$ cat src/assert_macros.svh
// Assertion macros shared by the 3x3 blur RTL.
// Each use expands to one labeled concurrent assertion on clk, disabled in rst.
`ifndef ASSERT_MACROS_SVH
`define ASSERT_MACROS_SVH

// Same-cycle implication
`define G3F_ASSERT_IMP(lbl, ante, cons, msg) \
  lbl: assert property (@(posedge clk) disable iff (rst) (ante) |-> (cons)) \
    else $error(msg);

// Next-cycle implication
`define G3F_ASSERT_NXT(lbl, ante, cons, msg) \
  lbl: assert property (@(posedge clk) disable iff (rst) (ante) |=> (cons)) \
    else $error(msg);

`endif

$ cat src/g3f_pkg.sv
// Shared types and constants of the 3x3 RGBA blur.
// No dependencies; every module file imports it.
package g3f_pkg;

  localparam int CHAN_N = 4;   // red, green, blue, alpha
  localparam int CH_W   = 8;
  localparam int POS_W  = 11;  // row/column tag width
  localparam int SIZE_W = 12;  // image_width / image_height registers
  localparam int WGT_W  = 16;  // unsigned Q0.16 weights
  localparam int CFG_W  = 16;  // config write data
  localparam int IDX_W  = 3;   // config register index

  // Config register indexes
  localparam logic [IDX_W-1:0] CFG_IMAGE_WIDTH   = 3'd0;
  localparam logic [IDX_W-1:0] CFG_IMAGE_HEIGHT  = 3'd1;
  localparam logic [IDX_W-1:0] CFG_CORNER_WEIGHT = 3'd2;
  localparam logic [IDX_W-1:0] CFG_EDGE_WEIGHT   = 3'd3;
  localparam logic [IDX_W-1:0] CFG_CENTER_WEIGHT = 3'd4;

  // Reset values
  localparam logic [SIZE_W-1:0] RST_WIDTH  = 12'd640;
  localparam logic [SIZE_W-1:0] RST_HEIGHT = 12'd480;
  localparam logic [WGT_W-1:0]  RST_CORNER = 16'd4922;
  localparam logic [WGT_W-1:0]  RST_EDGE   = 16'd8113;
  localparam logic [WGT_W-1:0]  RST_CENTER = 16'd13382;

  // Channel k sits at bits 8k+7:8k (red lowest)
  typedef logic [CHAN_N-1:0][CH_W-1:0] pixel_t;

  // One window column, top row first
  typedef struct packed {
    pixel_t top;
    pixel_t mid;
    pixel_t bot;
  } col_t;

  // One line store entry: row above and the row above that
  typedef struct packed {
    pixel_t above;
    pixel_t above2;
  } line_entry_t;

  typedef struct packed {
    logic [WGT_W-1:0] corner_wgt;
    logic [WGT_W-1:0] edge_wgt;
    logic [WGT_W-1:0] center_wgt;
  } weights_t;

  // Position tags that travel with an item
  typedef struct packed {
    logic             res;
    logic [POS_W-1:0] row;
    logic [POS_W-1:0] col;
    logic             last;
  } tag_t;

endpackage

$ cat src/g3f_chan_mac.sv
// Weighted sum of one channel: registered products, then add, truncate, saturate.
// Uses g3f_pkg.
module g3f_chan_mac
  import g3f_pkg::*;
(
  input  logic              clk,
  input  logic              load,
  input  logic [CH_W+1:0]   corner_sum,
  input  logic [CH_W+1:0]   edge_sum,
  input  logic [CH_W-1:0]   center,
  input  weights_t          wgt,
  output logic [CH_W-1:0]   result
);

  localparam int PROD_W = CH_W + 2 + WGT_W;  // 26
  localparam int SUM_W  = PROD_W + 2;        // 28
  localparam int CPRD_W = CH_W + WGT_W;      // 24

  logic [PROD_W-1:0]       corner_prod;
  logic [PROD_W-1:0]       edge_prod;
  logic [CPRD_W-1:0]       center_prod;
  logic [SUM_W-1:0]        sum;
  logic [SUM_W-WGT_W-1:0]  sum_int;

  // Register the three products
  always_ff @(posedge clk) begin
    if (load) begin
      corner_prod <= PROD_W'(corner_sum) * PROD_W'(wgt.corner_wgt);
      edge_prod   <= PROD_W'(edge_sum) * PROD_W'(wgt.edge_wgt);
      center_prod <= CPRD_W'(center) * CPRD_W'(wgt.center_wgt);
    end
  end

  // Add, drop the fraction, clamp to 255
  always_comb begin
    sum     = SUM_W'(corner_prod) + SUM_W'(edge_prod) + SUM_W'(center_prod);
    sum_int = sum[SUM_W-1:WGT_W];
    if (sum_int > (SUM_W-WGT_W)'({CH_W{1'b1}})) begin
      result = {CH_W{1'b1}};
    end else begin
      result = sum_int[CH_W-1:0];
    end
  end

endmodule

$ cat config.mk
export PLATFORM = sky130hd
export DESIGN_NAME = g3f_chan_mac
export DESIGN_NICKNAME = d
export VERILOG_FILES = /design/src/assert_macros.svh /design/src/g3f_pkg.sv /design/src/g3f_chan_mac.sv
export SDC_FILE = /design/constraint.sdc
export NUM_CORES = 1
export LEC_CHECK = 0
export ABC_AREA = 1
export BUFFER_PORTS_ARGS = -buffer_cell sky130_fd_sc_hd__buf_2
export CAP_MARGIN = 20
export CORE_MARGIN = 2
export CORE_UTILIZATION = 30
export CTS_BUF_LIST = sky130_fd_sc_hd__clkbuf_2 sky130_fd_sc_hd__clkbuf_4 sky130_fd_sc_hd__clkbuf_8
export CTS_CLUSTER_DIAMETER = 100
export DETAILED_ROUTE_END_ITERATION = 7
export PLACE_DENSITY = 0.55
export RECOVER_POWER = 100
export SLEW_MARGIN = 0
export SYNTH_ARGS = -nofsm -noshare
export SYNTH_HDL_FRONTEND = slang
export SYNTH_SLANG_ARGS = --single-unit
$ cat constraint.sdc
create_clock -name clk -period 8 [get_ports clk]
set_input_delay 0.8 -clock clk [delete_from_list [all_inputs] [get_ports clk]]
set_output_delay 0.8 -clock clk [all_outputs]
set_load 0.005 [all_outputs]
==> flow_summary.json, run 1 <==
{
  "grt_pass1_vias": 15700,
  "area_growth_pct": 6.34,
  "cts_buffers": 9,
  "drive_gt1_frac": 0.0451,
  "violations": "capacitance limit, slew limit",
  "antennaDiodeCount": 0,
  "cts_root_buffer": "clkbuf_8",
  "grt_max_degree": 77,
  "slowest_stage": "clkbuf_1",
  "setup_viol": 0,
  "synth_nets": 3104,
  "yosysSeqAreaShare": 0.118,
  "fin_crit_sh": 0.732,
  "track_usage": 0.146,
  "setup_tns_ns": 0,
  "io_buffers": 85,
  "core_area_sq_um": 64200,
  "grt_pass1_wl_microns": 79800,
  "arrival_ns": 5.98,
  "cts_buffer_depth": 2,
  "htree_levels": 3,
  "max_stage_delay_ns": 0.60,
  "die_area_sq_um": 66700,
  "hold_viol": 0,
  "tightest_slew_ns": 4.02,
  "report.final.slew_viol_count": 77,
  "fp.dieW_microns": 258,
  "synth.avg_cell_area_sq_um": 7.74,
  "place.gp.congestion": 0.848,
  "clkTransAtPathRegs_ns": 0.09,
  "start_util": 0.302,
  "critPathLaunchType": "primary input",
  "drtPass1Iterations": 5,
  "syn_area_sq_um": 19400,
  "ys_seq_elements": 76,
  "final_nets": 3097,
  "clock_sinks": 76,
  "vias": 14800,
  "first_iter_violations": 789,
  "post_cts_buffers": 0,
  "synthCells": 2506,
  "worstSetupPathType": "primary input to register",
  "path_cells": "clkbuf_1 -> nand2_1 -> fa_1 -> inv_1 -> fa_1 -> inv_1 -> fa_1 -> inv_1 -> fa_1 -> inv_1 -> fa_1 -> inv_1 -> ha_1 -> nand2_1 -> nor2_1 -> nand2_1 -> nand3_1 -> a21oi_1 -> o21ai_0 -> nand2_1 -> nand3_1 -> nand2_1",
  "slew_headroom": -1.68,
  "rsz0062_at_grt": "no",
  "die_h_microns": 258,
  "critPathCaptureType": "register",
  "worstHoldPathType": "primary input to register",
  "timing.fmax_mhz": 171,
  "wl_per_cell_microns": 13.7,
  "cp_data_required_time_ns": 8.12,
  "ant_nets": 0,
  "antenna_found_initial": 0,
  "dp.final_hpwl_microns": 38400,
  "rows": 93,
  "drc": 0,
  "hold_buffers": 0,
  "synth.distinct_cells": 42,
  "fin_crit_ns": 5.86,
  "cts_tree": "done",
  "gr-total-overflow": 0,
  "post_cts_resized": 0,
  "io_pins": 86,
  "viasPerCell": 4.41,
  "critPathMaxFanout": 16,
  "routed_wl_microns": 46100,
  "ys_warn_count": 0,
  "max_cap_viol_count": 1,
  "status": "complete, but fails checks"
}
==> metal layers <==
layer | GRT usage | up-vias | wire length [microns]
li1 | - | 7360 | -
met1 | 0.211 | 7216 | 22700
met2 | 0.250 | 217 | 21900
met3 | 0.00978 | 15 | 1250
met4 | 0.0135 | 0 | 201
met5 | 0 | - | 0
==> cell usage after synthesis, drive strengths merged <==
library cell	count	area, sq um
nand2	704	2680
inv	660	2480
fa	327	6550
ha	193	2410
clkbuf	104	392
nor2	103	418
a21oi	81	424
edfxtp	76	2280
nand3	52	270
xor2	44	385
o21ai	41	231
nor3	21	116
xnor2	21	184
nand4	19	119
o21bai	13	97.6
a21boi	8	67.6
a21o	8	60.1
nand3b	7	52.6
a211oi	6	45.0
a31oi	3	18.8
and2	3	23.8
o2111ai	3	26.3
a31o	2	17.5
nor4	2	12.5
o21a	2	15.0
a22oi	1	7.51
o211a	1	10.0
o221ai	1	8.76
==> flip-flops by register name, summed over array words and instances, names as in the netlist <==
name and cells:
corner_prod 26, edge_prod 26, center_prod 24
==> placed cells by master (no fill, tap or decap), drive strengths merged, types with 2 or more instances in the layout <==
cell type,synthesis,final
a21boi,8,8
o21ai,41,41
a31o,2,2
nor3,21,21
ha,193,193
nor4,2,2
a21oi,81,81
nand3b,7,7
a31oi,3,3
o21a,2,2
o21bai,13,13
inv,660,663
edfxtp,76,76
a211oi,6,6
clkbuf,104,23
xnor2,21,21
nand3,52,52
clkinv,0,2
nor2,103,103
a21o,8,8
nand4,19,19
xor2,44,44
buf,0,73
o2111ai,3,3
nand2,704,704
fa,327,327
and2,3,3
==> worst max-delay path, delay by kind of cell <==
kind / cells / cell delay (ns)
adder cells (fa/ha/maj): 6 / 2.90
AND/OR/NAND/NOR: 8 / 1.01
buffers and inverters: 6 / 0.84
AO/OA/AOI/OAI: 2 / 0.42
==> cells by family after synthesis <==
kind of cell,Yosys count,share of synthesized area
AND/OR/NAND/NOR,911,0.190
adder cells (fa/ha/maj),520,0.462
flip-flops,76,0.118
XOR/XNOR,65,0.0293
buffers and inverters,764,0.148
AO/OA/AOI/OAI,170,0.0531
==> worst paths after layout <==
kind / slack [ns] / startpoint / end / cells after the start
max: 2.14 / edge_sum[1] / edge_prod[20]$_DFFE_PP_ / 22
min: 0.90 / wgt[16] / edge_prod[0]$_DFFE_PP_ / 3
==> final cells by class <==
type	count	area [sq um]
Clock buffer	10	131
Fill cell	6963	43600
Tap cell	855	1070
Timing Repair Buffer	86	414
Clock inverter	6	71.3
Sequential cell	76	2280
Multi-Input combinational cell	1666	14200
Inverter	660	2480
==> stage by stage <==
stage / utilization / cells / hold slack [ns] / worst slack [ns] / cell area (sq um)
after floorplan: - / 2506 / 0.912 / 2.49 / 19400
after global placement: 0.319 / 3343 / 1.28 / 2.43 / 20500
after detailed placement: 0.319 / 3343 / 1.28 / 2.38 / 20500
after CTS: 0.323 / 3359 / 0.907 / 2.75 / 20700
after global routing: 0.321 / 3359 / 0.916 / 1.71 / 20600
final: 0.321 / 3359 / 0.895 / 2.14 / 20600
Power of run 1 is left out: the tool's default activity adds up to more than one toggle a clock period on the data nets, which glitch-free logic cannot reach.
==> run 2: changes to the inputs <==
--- a/config.mk
+++ b/config.mk
@@ -13,7 +13,7 @@
 export CTS_BUF_LIST = sky130_fd_sc_hd__clkbuf_2 sky130_fd_sc_hd__clkbuf_4 sky130_fd_sc_hd__clkbuf_8
 export CTS_CLUSTER_DIAMETER = 100
 export DETAILED_ROUTE_END_ITERATION = 7
-export PLACE_DENSITY = 0.55
+export PLACE_DENSITY = 0.56
 export RECOVER_POWER = 100
 export SLEW_MARGIN = 0
 export SYNTH_ARGS = -nofsm -noshare
==> constraint.sdc (replaced) <==
create_clock -name clk -period 5.27 [get_ports clk]
set_input_delay 0.527 -clock clk [delete_from_list [all_inputs] [get_ports clk]]
set_output_delay 0.527 -clock clk [all_outputs]
set_load 0.005 [all_outputs]
==> flow_summary.json, run 2 (synthesized netlist as in run 1, its figures left out) <==
{
  "status": "complete, but fails checks",
  "violations": "capacitance limit, slew limit",
  "vias": 15100,
  "fin_crit_ns": 4.98,
  "viasPerCell": 4.43,
  "cts_buffer_depth": 2,
  "timing.fmax_mhz": 201,
  "io_pins": 86,
  "fp.dieW_microns": 258,
  "routed_wl_microns": 46000,
  "gr-total-overflow": 0,
  "grt_pass1_vias": 15600,
  "regArea_sq_um": 2280,
  "met2_usage": 0.243,
  "drtPass1Iterations": 5,
  "drc": 0,
  "first_iter_violations": 905,
  "rsz0062_at_grt": "no",
  "whs_ns": 0.610,
  "critPathCaptureType": "register",
  "cp_data_required_time_ns": 5.39,
  "critPathLaunch": "edge_sum[1]",
  "arrival_ns": 5.10,
  "track_usage": 0.143,
  "clkTransAtPathRegs_ns": 0.08,
  "start_util": 0.302,
  "critPathMaxFanout": 10,
  "die_area_sq_um": 66700,
  "reg_top3": "corner_prod: 26 flops, edge_prod: 26 flops, center_prod: 24 flops",
  "antenna_found_initial": 1,
  "cts_tree": "done",
  "place_ws_ns": -0.00465,
  "core_area_sq_um": 64200,
  "hold_viol": 0,
  "hold_buffers": 0,
  "cts_buffers": 9,
  "crit_path_end": "edge_prod[20]$_DFFE_PP_",
  "die_h_microns": 258,
  "tightest_slew_ns": 3.99,
  "final_cell_mix": "nand2_1 (694), inv_1 (657), fa_1 (327)",
  "use_met3": 0.00949,
  "report.final.slew_viol_count": 77,
  "multi_input_area_sq_um": 14200,
  "max_cap_viol_count": 1,
  "area_growth_pct": 7.91,
  "setup_viol": 0,
  "place_area_sq_um": 20800,
  "place.gp.congestion": 0.859,
  "cts_root_buffer": "clkbuf_8",
  "post_cts_resized": 0,
  "drive_gt1_frac": 0.0614,
  "critPathLaunchType": "primary input",
  "grt_use_met1": 0.205,
  "worstHoldPathType": "primary input to register",
  "fin_crit_sh": 0.944,
  "rows": 93,
  "dp.final_hpwl_microns": 39100,
  "post_cts_buffers": 0,
  "setup_tns_ns": 0,
  "grt_max_degree": 77,
  "final_nets": 3132,
  "io_buffers": 85,
  "grt_busiest_layer": "met2",
  "fin_area_sq_um": 20900,
  "ant_nets": 0,
  "worstSetupPathType": "primary input to register",
  "clock_sinks": 76,
  "htree_levels": 3,
  "grt_pass1_wl_microns": 78300,
  "slew_headroom": -1.66,
  "setup_slack_ns": 0.295,
  "final_common_cell": "nand2_1",
  "fill_cells": 6894,
  "wl_per_cell_microns": 13.6
}
run 2: changes by cell type in the layout (fill, tap and decap cells not counted), moves of 3 or more:
cell and delta:
buf_2 +3, o21ai_0 -7, buf_4 +29, o21ai_2 +5
run 2: metal layers:
metal | vias to the layer above | part of all wire | routed length [microns]
met2 | 224 | 0.47 | 21600
met1 | 7360 | 0.49 | 22600
met4 | 0 | 0.013 | 600
met3 | 40 | 0.025 | 1170
li1 | 7428 | - | -
met5 | - | 0 | 0
run 2: how the worst min path moves through the flow:
stage,from,to,depth (start not counted)
floorplan,load,center_prod[0]$_DFFE_PP_,0
global placement,wgt[32],corner_prod[0]$_DFFE_PP_,3
detailed placement,wgt[32],corner_prod[0]$_DFFE_PP_,3
CTS,wgt[32],corner_prod[0]$_DFFE_PP_,3
global route,wgt[32],corner_prod[0]$_DFFE_PP_,3
finish,wgt[32],corner_prod[0]$_DFFE_PP_,3
run 2: through the flow:
stage | instances | utilization
after global placement | 3378 | 0.323
final | 3395 | 0.326
after detailed placement | 3378 | 0.323
after floorplan | 2506 | -
after CTS | 3394 | 0.327
after global routing | 3395 | 0.326
run 2: area by class of cell:
class	count	area share
antenna	1	0.000120
clock buffer	10	0.00628
clock inverter	6	0.00466
inverter	660	0.118
multi-input combinational	1666	0.679
sequential	76	0.109
tap	855	0.0511
timing repair buffer	121	0.0319
run 2: critical path: stages:
cell      delay, ns
buf_2          0.22
clkbuf_1       0.34
nand2_1        0.14
fa_1           0.57
inv_1          0.06
fa_1           0.45
ha_1           0.30
fa_1           0.48
inv_1          0.05
fa_1           0.48
inv_1          0.04
ha_1           0.35
a21o_1         0.22
nand3_1        0.09
nand3_1        0.12
a21oi_1        0.28
o21ai_2        0.12
nand2_1        0.09
nand2_1        0.05
nand2_1        0.05
nand2_1        0.05
Power of run 2 is left out for the same reason.
==> run 3: changes to the inputs <==
--- a/config.mk
+++ b/config.mk
@@ -12,6 +12,7 @@
 export CORE_UTILIZATION = 30
 export CTS_BUF_LIST = sky130_fd_sc_hd__clkbuf_2 sky130_fd_sc_hd__clkbuf_4 sky130_fd_sc_hd__clkbuf_8
 export CTS_CLUSTER_DIAMETER = 100
+export CTS_CLUSTER_SIZE = 28
 export DETAILED_ROUTE_END_ITERATION = 7
 export PLACE_DENSITY = 0.56
 export RECOVER_POWER = 100
==> constraint.sdc (replaced) <==
create_clock -name clk -period 5.27 [get_ports clk]
set_input_delay 0.2635 -clock clk [delete_from_list [all_inputs] [get_ports clk]]
set_output_delay 0.2635 -clock clk [all_outputs]
set_load 0.005 [all_outputs]
==> flow_summary.json, run 3 (synthesized netlist as in run 1, its figures left out) <==
{
  "vias": 14800,
  "start_util": 0.302,
  "io_pins": 86,
  "arrival_ns": 4.88,
  "grt_pass1_wl_microns": 79800,
  "fin_crit_ns": 4.77,
  "slew_headroom": -1.63,
  "die_h_microns": 258,
  "fin_crit_sh": 0.906,
  "drive_gt1_frac": 0.0490,
  "htree_levels": 3,
  "clock_sinks": 76,
  "viasPerCell": 4.40,
  "cts_root_buffer": "clkbuf_8",
  "drtPass1Iterations": 5,
  "io_buffers": 85,
  "fill_cells": 7011,
  "reg_top3": "corner_prod: 26 flops, edge_prod: 26 flops, center_prod: 24 flops",
  "grt_max_degree": 77,
  "grt_busiest_layer": "met2",
  "critPathLaunchType": "primary input",
  "fp.dieW_microns": 258,
  "timing.fmax_mhz": 210,
  "place_area_sq_um": 20600,
  "final_cell_mix": "nand2_1 (694), inv_1 (657), fa_1 (327)",
  "status": "complete, but fails checks",
  "final_common_cell": "nand2_1",
  "setup_viol": 0,
  "cp_data_required_time_ns": 5.38,
  "die_area_sq_um": 66700,
  "area_growth_pct": 6.60,
  "grt_pass1_vias": 15800,
  "critPathMaxFanout": 16,
  "report.final.slew_viol_count": 77,
  "post_cts_resized": 0,
  "hold_viol": 0,
  "cts_tree": "done",
  "drc": 0,
  "core_area_sq_um": 64200,
  "hold_buffers": 0,
  "regArea_sq_um": 2280,
  "final_nets": 3104,
  "grt_use_met1": 0.212,
  "worstHoldPathType": "primary input to register",
  "gr-total-overflow": 0,
  "violations": "capacitance limit, slew limit",
  "tightest_slew_ns": 3.94,
  "cts_buffers": 9,
  "use_met3": 0.0121,
  "setup_tns_ns": 0,
  "max_cap_viol_count": 1,
  "first_iter_violations": 772,
  "worstSetupPathType": "primary input to register",
  "post_cts_buffers": 0,
  "place.gp.congestion": 0.866,
  "fin_area_sq_um": 20700,
  "wl_per_cell_microns": 13.7,
  "routed_wl_microns": 46000,
  "multi_input_area_sq_um": 14200,
  "ant_nets": 0,
  "antenna_found_initial": 1,
  "critPathCaptureType": "register",
  "clkTransAtPathRegs_ns": 0.08,
  "hold_depth": 3,
  "rows": 93,
  "rsz0062_at_grt": "no",
  "track_usage": 0.146,
  "met2_usage": 0.240,
  "dp.final_hpwl_microns": 38800,
  "cts_buffer_depth": 2
}
## run 3: changes by cell type in the layout (fill, tap and decap cells not counted), moves of 2 or more
cell      previous run  this run
buf_2               76        74
buf_4               29         6
clkbuf_4             3         1
o21ai_0             34        39
o21ai_1              2         0
o21ai_2              5         2
## run 3: final timing paths
check | startpoint | endpoint | slack, ns
setup / recovery | edge_sum[1] | edge_prod[23]$_DFFE_PP_ | 0.50
hold / removal | wgt[32] | corner_prod[0]$_DFFE_PP_ | 0.36
## run 3: routing by layer
layer,wire length [microns],share of wire
met3,1410,0.031
met1,22800,0.50
met4,582,0.013
met2,21200,0.46
met5,0,0
## run 3: cell type report
| type | instances | share of cell area |
|---|---|---|
| sequential | 76 | 0.110 |
| timing repair buffer | 93 | 0.0226 |
| inverter | 660 | 0.120 |
| clock inverter | 5 | 0.00296 |
| clock buffer | 10 | 0.00635 |
| antenna | 2 | 0.000242 |
| tap | 855 | 0.0517 |
| multi-input combinational | 1666 | 0.686 |
## run 3: worst max-delay path: stages
cell,delay [ns]
buf_2,0.31
nand2_1,0.14
fa_1,0.54
inv_1,0.05
fa_1,0.48
fa_1,0.50
fa_1,0.51
inv_1,0.05
fa_1,0.47
inv_1,0.04
ha_1,0.36
nand2_1,0.10
nor2_1,0.15
nand4_1,0.09
o21ai_0,0.42
nand2_1,0.17
o21ai_2,0.15
xor2_1,0.07
## run 3: per-stage QoR
stage          hold slack [ns]   util  worst slack (ns)  cells
3_3_place_gp             0.722  0.320             0.254   3350
3_5_place_dp             0.722  0.320             0.217   3350
5_1_grt                  0.371  0.322             0.190   3366
2_1_floorplan            0.376      -             0.293   2506
4_1_cts                  0.346  0.323             0.599   3365
6_report                 0.363  0.322             0.497   3367
Power of run 3 is left out for the same reason.
