$ cat src/assert_macros.svh
// Assertion macros shared by the 3x3 blur RTL.
// Each use expands to one labeled concurrent assertion on clk, disabled in rst.
`ifndef ASSERT_MACROS_SVH
`define ASSERT_MACROS_SVH

// Same-cycle implication
`define G3F_ASSERT_IMP(lbl, ante, cons, msg) \
  lbl: assert property (@(posedge clk) disable iff (rst) (ante) |-> (cons)) \
    else $error(msg);

// Next-cycle implication
`define G3F_ASSERT_NXT(lbl, ante, cons, msg) \
  lbl: assert property (@(posedge clk) disable iff (rst) (ante) |=> (cons)) \
    else $error(msg);

`endif

$ cat src/g3f_pkg.sv
// Shared types and constants of the 3x3 RGBA blur.
// No dependencies; every module file imports it.
package g3f_pkg;

  localparam int CHAN_N = 4;   // red, green, blue, alpha
  localparam int CH_W   = 8;
  localparam int POS_W  = 11;  // row/column tag width
  localparam int SIZE_W = 12;  // image_width / image_height registers
  localparam int WGT_W  = 16;  // unsigned Q0.16 weights
  localparam int CFG_W  = 16;  // config write data
  localparam int IDX_W  = 3;   // config register index

  // Config register indexes
  localparam logic [IDX_W-1:0] CFG_IMAGE_WIDTH   = 3'd0;
  localparam logic [IDX_W-1:0] CFG_IMAGE_HEIGHT  = 3'd1;
  localparam logic [IDX_W-1:0] CFG_CORNER_WEIGHT = 3'd2;
  localparam logic [IDX_W-1:0] CFG_EDGE_WEIGHT   = 3'd3;
  localparam logic [IDX_W-1:0] CFG_CENTER_WEIGHT = 3'd4;

  // Reset values
  localparam logic [SIZE_W-1:0] RST_WIDTH  = 12'd640;
  localparam logic [SIZE_W-1:0] RST_HEIGHT = 12'd480;
  localparam logic [WGT_W-1:0]  RST_CORNER = 16'd4922;
  localparam logic [WGT_W-1:0]  RST_EDGE   = 16'd8113;
  localparam logic [WGT_W-1:0]  RST_CENTER = 16'd13382;

  // Channel k sits at bits 8k+7:8k (red lowest)
  typedef logic [CHAN_N-1:0][CH_W-1:0] pixel_t;

  // One window column, top row first
  typedef struct packed {
    pixel_t top;
    pixel_t mid;
    pixel_t bot;
  } col_t;

  // One line store entry: row above and the row above that
  typedef struct packed {
    pixel_t above;
    pixel_t above2;
  } line_entry_t;

  typedef struct packed {
    logic [WGT_W-1:0] corner_wgt;
    logic [WGT_W-1:0] edge_wgt;
    logic [WGT_W-1:0] center_wgt;
  } weights_t;

  // Position tags that travel with an item
  typedef struct packed {
    logic             res;
    logic [POS_W-1:0] row;
    logic [POS_W-1:0] col;
    logic             last;
  } tag_t;

endpackage

$ cat src/g3f_col_cell.sv
// One column cell of the 3x3 window: holds three pixels, passes them left on shift.
// Uses g3f_pkg; also gives per-channel outer (top+bottom) and middle values.
module g3f_col_cell
  import g3f_pkg::*;
(
  input  logic                          clk,
  input  logic                          shift,
  input  col_t                          col_in,
  output col_t                          col_out,
  output logic [CHAN_N-1:0][CH_W:0]     outer,
  output logic [CHAN_N-1:0][CH_W-1:0]   mid
);

  col_t col;

  // Advance the column on shift
  always_ff @(posedge clk) begin
    if (shift) begin
      col <= col_in;
    end
  end

  assign col_out = col;

  // Column partial sums per channel
  always_comb begin
    for (int k = 0; k < CHAN_N; k++) begin
      outer[k] = {1'b0, col.top[k]} + {1'b0, col.bot[k]};
      mid[k]   = col.mid[k];
    end
  end

endmodule

$ cat config.mk
export PLATFORM = sky130hd
export DESIGN_NAME = g3f_col_cell
export DESIGN_NICKNAME = d
export VERILOG_FILES = /design/src/assert_macros.svh /design/src/g3f_pkg.sv /design/src/g3f_col_cell.sv
export SDC_FILE = /design/constraint.sdc
export NUM_CORES = 1
export LEC_CHECK = 0
export ABC_AREA = 1
export BUFFER_PORTS_ARGS = -buffer_cell sky130_fd_sc_hd__buf_2
export CAP_MARGIN = 5
export CELL_PAD_IN_SITES_DETAIL_PLACEMENT = 0
export CELL_PAD_IN_SITES_GLOBAL_PLACEMENT = 1
export CORE_ASPECT_RATIO = 1.25
export CORE_UTILIZATION = 33
export DETAILED_ROUTE_END_ITERATION = 16
export PLACE_DENSITY = 0.77
export SYNTH_ARGS = -nofsm -noshare
export SYNTH_HDL_FRONTEND = slang
export SYNTH_SLANG_ARGS = --single-unit
$ cat constraint.sdc
create_clock -name clk -period 1.8 [get_ports clk]
set_input_delay 0.09 -clock clk [delete_from_list [all_inputs] [get_ports clk]]
set_output_delay 0.09 -clock clk [all_outputs]
set_load 0.02 [all_outputs]
==> results of run 1 <==
==> Yosys cell counts (all sizes together) <==
cell type,instances,area share
or2,5,0.0069
edfxtp,96,0.64
nand3,17,0.019
ha,32,0.089
xor2,6,0.012
nor2,11,0.0091
nand3b,7,0.012
fa,4,0.018
xnor2,6,0.012
nand2,102,0.085
inv,43,0.036
buf,32,0.053
a21oi,12,0.013
==> metrics by stage <==
stage	hold slack [ns]	TNS [ns]	worst slack (ns)
global route	0.3442	-4.069	-0.3210
floorplan	0.1889	0	0.04139
global placement	0.2660	0	0.1114
CTS	0.3373	-2.084	-0.2343
detailed placement	0.2682	0	0.03745
finish	0.2892	-2.109	-0.2059
==> critical path, cell delays in order (launching register included) <==
cell      delay (ns)
edfxtp_1        0.37
ha_2            0.21
inv_2           0.05
fa_2            0.37
inv_2           0.06
nand2_1         0.04
nand2_1         0.07
nand3b_1        0.10
nand2_1         0.09
nand2_1         0.05
nand2_1         0.07
buf_6           0.11
==> power groups by stage <==
stage,clock (mW),combinational (mW),sequential [mW]
after CTS,1.92,2.24,2.80
final,1.86,2.45,2.81
after global routing,1.98,2.63,2.83
after detailed placement,0,1.79,2.81
after floorplan,0,0.982,3.03
after global placement,0,1.78,2.81
==> routing by layer <==
metal  wire length (µm)  up-vias  track usage
met5                  0        -            0
met2               7189      185       0.3330
met3                697       20      0.03054
li1                   -     1952            -
met1               4607     1854       0.1784
met4                295        0      0.07154
==> cells in the final DEF (no fill, tap or decap), types with 4 or more instances in the layout <==
| cell type | instances |
|---|---|
| a21oi_1 | 8 |
| a21oi_2 | 4 |
| buf_2 | 232 |
| buf_4 | 40 |
| buf_6 | 18 |
| clkbuf_16 | 9 |
| dlygate4sd3_1 | 96 |
| edfxtp_1 | 96 |
| fa_2 | 4 |
| ha_1 | 10 |
| ha_4 | 19 |
| inv_1 | 41 |
| nand2_1 | 80 |
| nand2_2 | 22 |
| nand3_1 | 12 |
| nand3b_1 | 7 |
| nor2_1 | 8 |
| xnor2_2 | 4 |
| xor2_1 | 6 |
==> worst min-delay path by stage <==
| stage | startpoint | to | slack (ns) | cells after the start |
|---|---|---|---|---|
| 2_1_floorplan | col_in[0] | col_out[0] | 0.19 | 0 |
| 3_3_place_gp | col_in[33] | col_out[33] | 0.27 | 1 |
| 3_5_place_dp | col_in[76] | col_out[76] | 0.27 | 1 |
| 4_1_cts | shift | col_out[2] | 0.34 | 2 |
| 5_1_grt | shift | col_out[0] | 0.34 | 2 |
| 6_report | shift | col_out[66] | 0.29 | 2 |
==> repair_timing <==
item,in CTS,in global routing
hold buffers,96,0
endpoints found under the setup margin,25,29
endpoints found under the hold margin,96,0
pin swaps,25,48
setup buffers,16,16
resized for setup,68,50
==> cells by family after synthesis <==
logic type               count (synthesis)  synth area share
XOR/XNOR                                12           0.02324
flip-flops                              96            0.6373
adder cells (fa/ha/maj)                 36            0.1062
AND/OR/NAND/NOR                        142            0.1311
AO/OA/AOI/OAI                           12           0.01328
buffers and inverters                   75           0.08880
==> cell type report <==
type,count,area [µm²],area share
clock inverters,5,57.56,0.007339
multi-input cells,202,1649,0.2103
repair buffers,387,2645,0.3373
inverters,43,161.4,0.02058
clock buffers,11,232.7,0.02967
flip-flops and latches,96,2883,0.3676
well taps,171,214.0,0.02728
==> key figures, run 1 <==
Route
  • DRC: 0
  • Routed len/inst: 13.98 µm
  • Post-DR vias/cell: 4.384
  • Vias: 4011
  • Pre-Repair DR Iteration Count: 5
  • Antenna Nets Post-Route: 0
  • DR iter-0 viols: 97
  • Total Wirelength: 12.79 mm

Synth
  • Synth cell types: 13
  • Synth warnings: 0
  • Yosys reg bits: 96
  • Sequential area share after synthesis: 0.6373
  • Post-Synthesis Cells: 373
  • Syn nets: 507
  • Mean Syn Cell Area: 12.13 µm²
  • Post-Syn Area: about 4500 µm²

Cells and area
  • Layout area overhead: 73.39%
  • Fraction of layout cells with a size suffix above 1: 0.5013
  • Cell area after layout: 7843 µm²
  • Final Net Count: 873
  • Max reg flops: 96
  • Final core occ: 0.5901
  • Fin cells: just over 900
  • # diodes: 0
  • Fill cells: 1084

Setup path
  • Critical path origin: col_out[24]
  • Critical-path maximum fanout: 2
  • Critical Path End: outer[35]
  • Crit path DAT: 1.92 ns
  • Startpoint types: flop
  • Critical Path RT: 1.71 ns
  • WS Path Type: flop to primary output
  • Critical Path End Type: primary output

Min path
  • Worst min path class: primary input to flop

Power
  • Clock power share: 0.261
  • Worst ir drop on vdd: 0.4780 mV
  • Total power: ~7.1 mW
  • Sw Share: 0.3152
  • Sw Pwr: 2.246 mW
  • Leak Pwr: 3.660 nW
  • Seq pwr share: 0.394
  • Internal power: 4.880 mW
  • PwrDens: 908.6 nW/µm²
  • Combinational fraction of design power: 0.344

Floorplanning
  • Die area: 14180 µm²
  • Num rows: 47
  • Die width: 106.7 µm
  • IO Count: 262
  • Initial core utilization: 0.3403
  • Die Y-Extent: 132.9 µm
  • Core Region: 13290 µm²

Clock network
  • Worst-path clk slew: 0.07 ns
  • H-tree Lvls: 3
  • TritonCTS buffer count: 9
  • Root buf cell: clkbuf_16
  • CTS Sinks: 96
  • CTS tree: done
  • Clock Tree Buf Depth: 2

Timing
  • Period utilization: 1.114
  • Final Hold Viols: 0
  • Actual slew at the worst max-slew pin: ~0.56 ns
  • RSZ-0062 raised after global routing: yes
  • Slew headroom: 0.6278
  • Setup-failing EPs final: 18
  • Slew Viols, Final: 0
  • Fin crit period: 2.006 ns
  • Worst Slack Setup Final: -0.2059 ns
  • Fmax: ~500 MHz

Place
  • Post-DP Area: 5826 µm²
  • Post-DP HPWL: 8.509 mm
  • GPL Wtd Cong: 0.8030
  • Placed cells: 774
  • PortBufs: 261

Status
  • Outcome: finished, violations left
  • Failing checks: negative setup slack

Run
  • Max Cap Viol: 0

Global routing
  • First-pass GRT wire length: 18.62 mm
  • Vias in the first global route: 3854
  • Largest net degree at the start of global routing: 97
  • Antenna violations before repair: 0
  • Remaining global-route overflow: 0
  • Total GRT Usage: 0.1722
Power figures use the tool's default switching activity.
==> inputs of run 2 (changes only) <==
==> constraint.sdc (replaced) <==
create_clock -name clk -period 1.8 [get_ports clk]
set_input_delay 0.18 -clock clk [delete_from_list [all_inputs] [get_ports clk]]
set_output_delay 0.18 -clock clk [all_outputs]
set_load 0.02 [all_outputs]
==> run 2 against run 1 <==
The run still ends with negative setup slack left. Routed wire length fell by 6.2%. Clock power grew 8%. Utilization down 4.9 points. Final area fell by 8.4%. Setup slack got worse by 0.089 ns. Global-route usage decreased by 0.93 points. Sequential power about the same. Critical path type unchanged. Critical endpoint is now outer[33]. Largest cell class unchanged. Largest power group unchanged. Highest routed layer unchanged.
==> key figures, run 2 (synthesis gave the netlist of run 1 again) <==
Setup path
  • Critical-path maximum fanout: 2 (unchanged)
  • WS Path Type: flop to primary output
  • Crit path max-delay family: adder cells
  • Crit path cell chain: ha_2, inv_2, fa_2, inv_2, nand2_2, nand2_2, nand3b_1, nand2_1, nand2_1, nand2_1, buf_6
  • Most frequent CP cell: nand2_1
  • Crit path DAT: 1.91 ns (about the same)
  • Slowest CP cell: edfxtp_1
  • Buf/Inv on CP: 3 (unchanged)
  • Startpoint types: flop
  • Critical Path RT: 1.62 ns (-0.09 ns)
  • Critical Path End Type: primary output
  • Crit-path max cell delay: 0.36 ns (about the same)

Place
  • Pre-CTS setup slack: -0.01379 ns (-0.05124 ns)
  • GPL Wtd Cong: 0.8384 (+4.4%)
  • Post-DP HPWL: 8.867 mm (+4.2%)
  • PortBufs: 261 (unchanged)

Power
  • Worst ir drop on vdd: 0.4556 mV (-4.7%)
  • PwrDens: 1003 nW/µm² (+10%)
  • Leak Pwr: 3.370 nW (-7.9%)

Route
  • Total Wirelength: 12.00 mm (-6.2%)
  • Pre-Repair DR Iteration Count: 6 (+1)
  • Post-DR vias/cell: 4.425 (+0.94%)
  • DRC: 0 (unchanged)
  • Antenna Nets Post-Route: 0 (unchanged)
  • Routed len/inst: 14.35 µm (+2.7%)
  • Vias: 3699 (-7.8%)
  • DR iter-0 viols: 135 (+39%)

Timing
  • Fin crit period: 2.094 ns (+0.08857 ns)
  • Slew headroom: 0.7797 (+0.1519)
  • Period utilization: 1.164 (+0.04920)
  • Actual slew at the worst max-slew pin: 0.3304 ns (-0.2278 ns)
  • Worst Slack Setup Final: -0.2945 ns (-0.08857 ns)
  • WHS: 0.01495 ns (-0.2742 ns)
  • RSZ-0062 raised after global routing: yes
  • Final Hold Viols: 0 (unchanged)
  • Fmax: 477.5 MHz (-4.2%)
  • Slew Viols, Final: 0 (unchanged)
  • Setup-failing EPs final: 28 (+10)

Cells and area
  • FF/Latch Area: 2883 µm² (unchanged)
  • Fill cells: 1178 (+8.7%)
  • Layout area overhead: 58.89%
  • Most frequent cells in the layout: buf_2, edfxtp_1, nand2_1
  • Fraction of layout cells with a size suffix above 1: 0.5798 (+0.07848)
  • Most common cell after layout, fill and taps aside: buf_2
  • Max reg flops: 96 (unchanged)
  • Final Net Count: 793 (-9.2%)
  • Area of the multi-input gates: 1724 µm² (+4.6%)

Clock network
  • TritonCTS buffer count: 9 (unchanged)
  • CTS tree: done
  • Root buf cell: clkbuf_16
  • CTS Sinks: 96 (unchanged)
  • Clock Tree Buf Depth: 2 (unchanged)
  • H-tree Lvls: 3 (unchanged)
  • Worst-path clk slew: 0.07 ns (about the same)

Status
  • Failing checks: negative setup slack
  • Outcome: finished, violations left

Run
  • Max Cap Viol: 0 (unchanged)

Floorplanning
  • Core Region: 13290 µm² (unchanged)
  • Die width: 106.7 µm (unchanged)
  • Initial core utilization: 0.3403 (unchanged)
  • IO Count: 262 (unchanged)
  • Die area: 14180 µm² (unchanged)
  • Die Y-Extent: 132.9 µm (unchanged)
  • Num rows: 47 (unchanged)

Global routing
  • First-pass GRT wire length: 17.53 mm (-5.9%)
  • Remaining global-route overflow: 0 (unchanged)
  • Antenna violations before repair: 1 (+1)
  • Vias in the first global route: 3625 (-5.9%)
  • Largest net degree at the start of global routing: 45 (-54%)
  • Total GRT Usage: 0.1629 (-0.009321)

Min path
  • Worst min path class: primary input to flop
  • Hold path startpoint: col_in[67]
  • WHS Path Cells: 1 (-1)
  • Hold path endpoint: col_out[67]
run 2: worst max-delay path by stage:
stage	start	to	slack [ns]	cells past startpoint
finish	col_out[24]	outer[33]	-0.29	11
global route	col_out[8]	outer[17]	-0.41	9
CTS	col_out[80]	outer[26]	-0.30	9
detailed placement	col_out[16]	outer[26]	-0.01	9
global placement	col_out[16]	outer[24]	0.03	9
floorplan	col_out[16]	outer[24]	0.03	8
run 2: through the flow:
stage	TNS, ns	instance area, µm²	utilization	total power [mW]	instances
3_5_place_dp	-0.03621	5876	0.4421	4.649	778
4_1_cts	-4.411	6840	0.5147	7.034	821
6_report	-4.059	7187	0.5408	7.207	836
3_3_place_gp	0	5876	0.4421	4.620	778
2_1_floorplan	0	4531	-	4.017	373
5_1_grt	-6.715	7187	0.5408	7.509	836
run 2: report_power, final:
part           total [mW]  switching, mW  internal [mW]
Clock                2.01          0.798           1.21
Sequential           2.81          0.140           2.67
Combinational        2.39           1.32           1.07
Total                7.21           2.26           4.95
run 2: repair_timing:
| action | in CTS | in global routing |
|---|---|---|
| endpoints found under the hold margin | 16 | 5 |
| buffers inserted | 11 | 10 |
| pin swaps | 30 | 36 |
| gates resized for setup | 87 | 55 |
| endpoints found under the setup margin | 32 | 32 |
| hold buffers | 16 | 5 |
run 2: area by class of cell:
class	count	share of cell area
well taps	171	0.02977
clock buffers	10	0.03186
clock inverters	6	0.01166
inverters	43	0.02246
multi-input cells	202	0.2399
repair buffers	307	0.2629
flip-flops and latches	96	0.4011
diodes	1	0.0003482
run 2: routing by layer:
metal  track usage  part of all wire  routed length [µm]
met1        0.1602              0.36                4282
met2        0.3115              0.55                6597
met3       0.03153             0.061                 735
met4       0.09132             0.032                 385
met5             0                 0                   0
==> inputs of run 3 (changes only) <==
Settings changed: BUFFER_PORTS_ARGS -buffer_cell sky130_fd_sc_hd__buf_2 to not set, CORE_UTILIZATION 33 to 45, DONT_BUFFER_PORTS set to 1, PLACE_DENSITY 0.77 to 0.73.
==> run 3 against run 2 <==
The flow finishes with violations (negative hold slack, negative setup slack). Flip-flop and latch count unchanged. Die area is 26% lower. Combinational power down 8%. Critical path depth fell by 1. Fmax about the same. Largest cell class unchanged.
==> key figures, run 3 (synthesis gave the netlist of run 1 again) <==
Status
  • Outcome: finished, violations left
  • Failing checks: negative hold slack, negative setup slack

Cells and area
  • Cell area after layout: 7331 µm² (+2.0%)
  • Most frequent cells in the layout: buf_4, edfxtp_1, dlygate4sd3_1
  • Final Net Count: 697 (-12%)
  • Most common cell after layout, fill and taps aside: buf_4
  • Fraction of layout cells with a size suffix above 1: 0.4225 (-0.1573)
  • Layout area overhead: 62.07%
  • Max reg flops: 96 (unchanged)

Route
  • Total Wirelength: 13.75 mm (+15%)
  • DR iter-0 viols: 155 (+15%)
  • Post-DR vias/cell: 4.978 (+13%)
  • Antenna Nets Post-Route: 0 (unchanged)
  • DRC: 0 (unchanged)
  • Routed len/inst: 19.78 µm (+38%)
  • Pre-Repair DR Iteration Count: 4 (-2)
  • Vias: 3460 (-6.5%)

Timing
  • Period utilization: 1.163 (about the same)
  • RSZ-0062 raised after global routing: yes
  • Slew headroom: 0.6467 (-0.1330)
  • Setup-failing EPs final: 28 (unchanged)
  • Fin crit period: 2.094 ns (-0.0003210 ns)
  • Worst Slack Setup Final: -0.2941 ns (+0.0003210 ns)
  • Fmax: 477.5 MHz (about the same)
  • Slew Viols, Final: 0 (unchanged)
  • WHS: -0.04699 ns (-0.06194 ns)
  • Actual slew at the worst max-slew pin: 0.5311 ns (+0.2007 ns)
  • Final Hold Viols: 21 (+21)

Floorplanning
  • Die width: 91.67 µm (-14%)
  • Initial core utilization: 0.4659 (+0.1255)
  • Die Y-Extent: 114.1 µm (-14%)
  • IO Count: 262 (unchanged)
  • Num rows: 40 (-15%)
  • Core Region: 9709 µm² (-27%)
  • Die area: 10460 µm² (-26%)

Power
  • Worst ir drop on vdd: 0.7957 mV (+75%)
  • PwrDens: 1009 nW/µm² (+0.63%)
  • Leak Pwr: 3.103 nW (-7.9%)

Setup path
  • Critical Path End Type: primary output
  • Critical Path RT: 1.62 ns (about the same)
  • Critical-path maximum fanout: 2 (unchanged)
  • Crit path cell chain: ha_4, inv_2, fa_2, inv_2, nand2_2, nand2_2, nand3b_1, nand2_2, nand2_2, nand2_4
  • WS Path Type: flop to primary output
  • Most frequent CP cell: nand2_2
  • Crit path DAT: 1.91 ns (about the same)
  • Slowest CP cell: edfxtp_1
  • Crit-path max cell delay: 0.41 ns (+0.05 ns)
  • Startpoint types: flop

Clock network
  • CTS Sinks: 96 (unchanged)
  • CTS tree: done
  • TritonCTS buffer count: 9 (unchanged)
  • Clock Tree Buf Depth: 2 (unchanged)
  • Worst-path clk slew: 0.07 ns (about the same)
  • Root buf cell: clkbuf_16
  • Hold-fix buffers at CTS: 96 (+80)
  • H-tree Lvls: 3 (unchanged)

Min path
  • Worst min path class: primary input to flop

Place
  • Post-DP HPWL: 7.884 mm (-11%)
  • Pre-CTS setup slack: 0.03144 ns (+0.04522 ns)
  • PortBufs: 0 (-100%)
  • Post-DP Area: 4928 µm² (-16%)
  • GPL Wtd Cong: 0.8508 (+1.5%)

Global routing
  • Largest net degree at the start of global routing: 97 (+120%)
  • Total GRT Usage: 0.2450 (+0.08218)
  • First-pass GRT wire length: 19.00 mm (+8.4%)
  • Antenna violations before repair: 1 (unchanged)
  • Remaining global-route overflow: 0 (unchanged)
  • Vias in the first global route: 3678 (+1.5%)

Run
  • Max Cap Viol: 0 (unchanged)
run 3: changes by cell type in the layout (fill, tap and decap cells not counted), sizes merged:
cell and change:
buf -171, bufinv +1, clkbuf -1, clkinv -1
dlygate4sd3 +75, inv +1
run 3: per-stage QoR:
step | total power [mW] | setup TNS (ns) | std cells | utilization
2_1_floorplan | 4.017 | 0 | 373 | -
3_3_place_gp | 4.353 | 0 | 531 | 0.5076
3_5_place_dp | 4.368 | 0 | 531 | 0.5076
4_1_cts | 6.999 | -2.794 | 677 | 0.7059
5_1_grt | 7.656 | -6.052 | 695 | 0.7550
6_report | 7.397 | -3.937 | 695 | 0.7550
run 3: critical path: cells and delay by family, from the launching register on:
kind / cells / cell delay, ns
AND/OR/NAND/NOR: 6 / 0.54
adder cells (fa/ha/maj): 2 / 0.52
buffers and inverters: 2 / 0.10
flip-flops: 1 / 0.41
run 3: routing by layer:
layer | GRT usage | vias up | wire (µm)
met5 | 0 | - | 0
met4 | 0.1291 | 0 | 535
met3 | 0.06906 | 38 | 1075
met2 | 0.4767 | 194 | 7873
met1 | 0.2285 | 1633 | 4265
li1 | - | 1595 | -
run 3: what timing repair did:
item | in CTS | in global routing
endpoints found under the hold margin | 192 | 96
setup endpoints to repair | 30 | 29
gates cloned | 0 | 0
gates resized for setup | 71 | 74
pin swaps | 39 | 44
setup buffers | 34 | 18
run 3: where the power goes:
group | internal [mW] | total, mW | switching, mW | leakage, nW
Clock | 1.36 | 2.18 | 0.818 | 0.164
Sequential | 2.67 | 3.01 | 0.340 | 0.940
Combinational | 1.03 | 2.21 | 1.17 | 2.00
Total | 5.06 | 7.40 | 2.33 | 3.10
run 3: worst paths after layout:
path	from	end	slack [ns]	depth (start not counted)
worst max-delay path	col_out[88]	outer[33]	-0.29	10
worst min-delay path	shift	col_out[77]	-0.05	0
run 3: cell type report:
| cell class | count | area [µm²] |
|---|---|---|
| timing repair buffer | 211 | 1862 |
| inverter | 43 | 163.9 |
| sequential | 96 | 2883 |
| multi-input combinational | 202 | 1918 |
| tap | 126 | 157.7 |
| fill | 592 | 2379 |
| clock inverter | 7 | 118.9 |
| clock buffer | 9 | 225.2 |
| antenna | 1 | 2.502 |
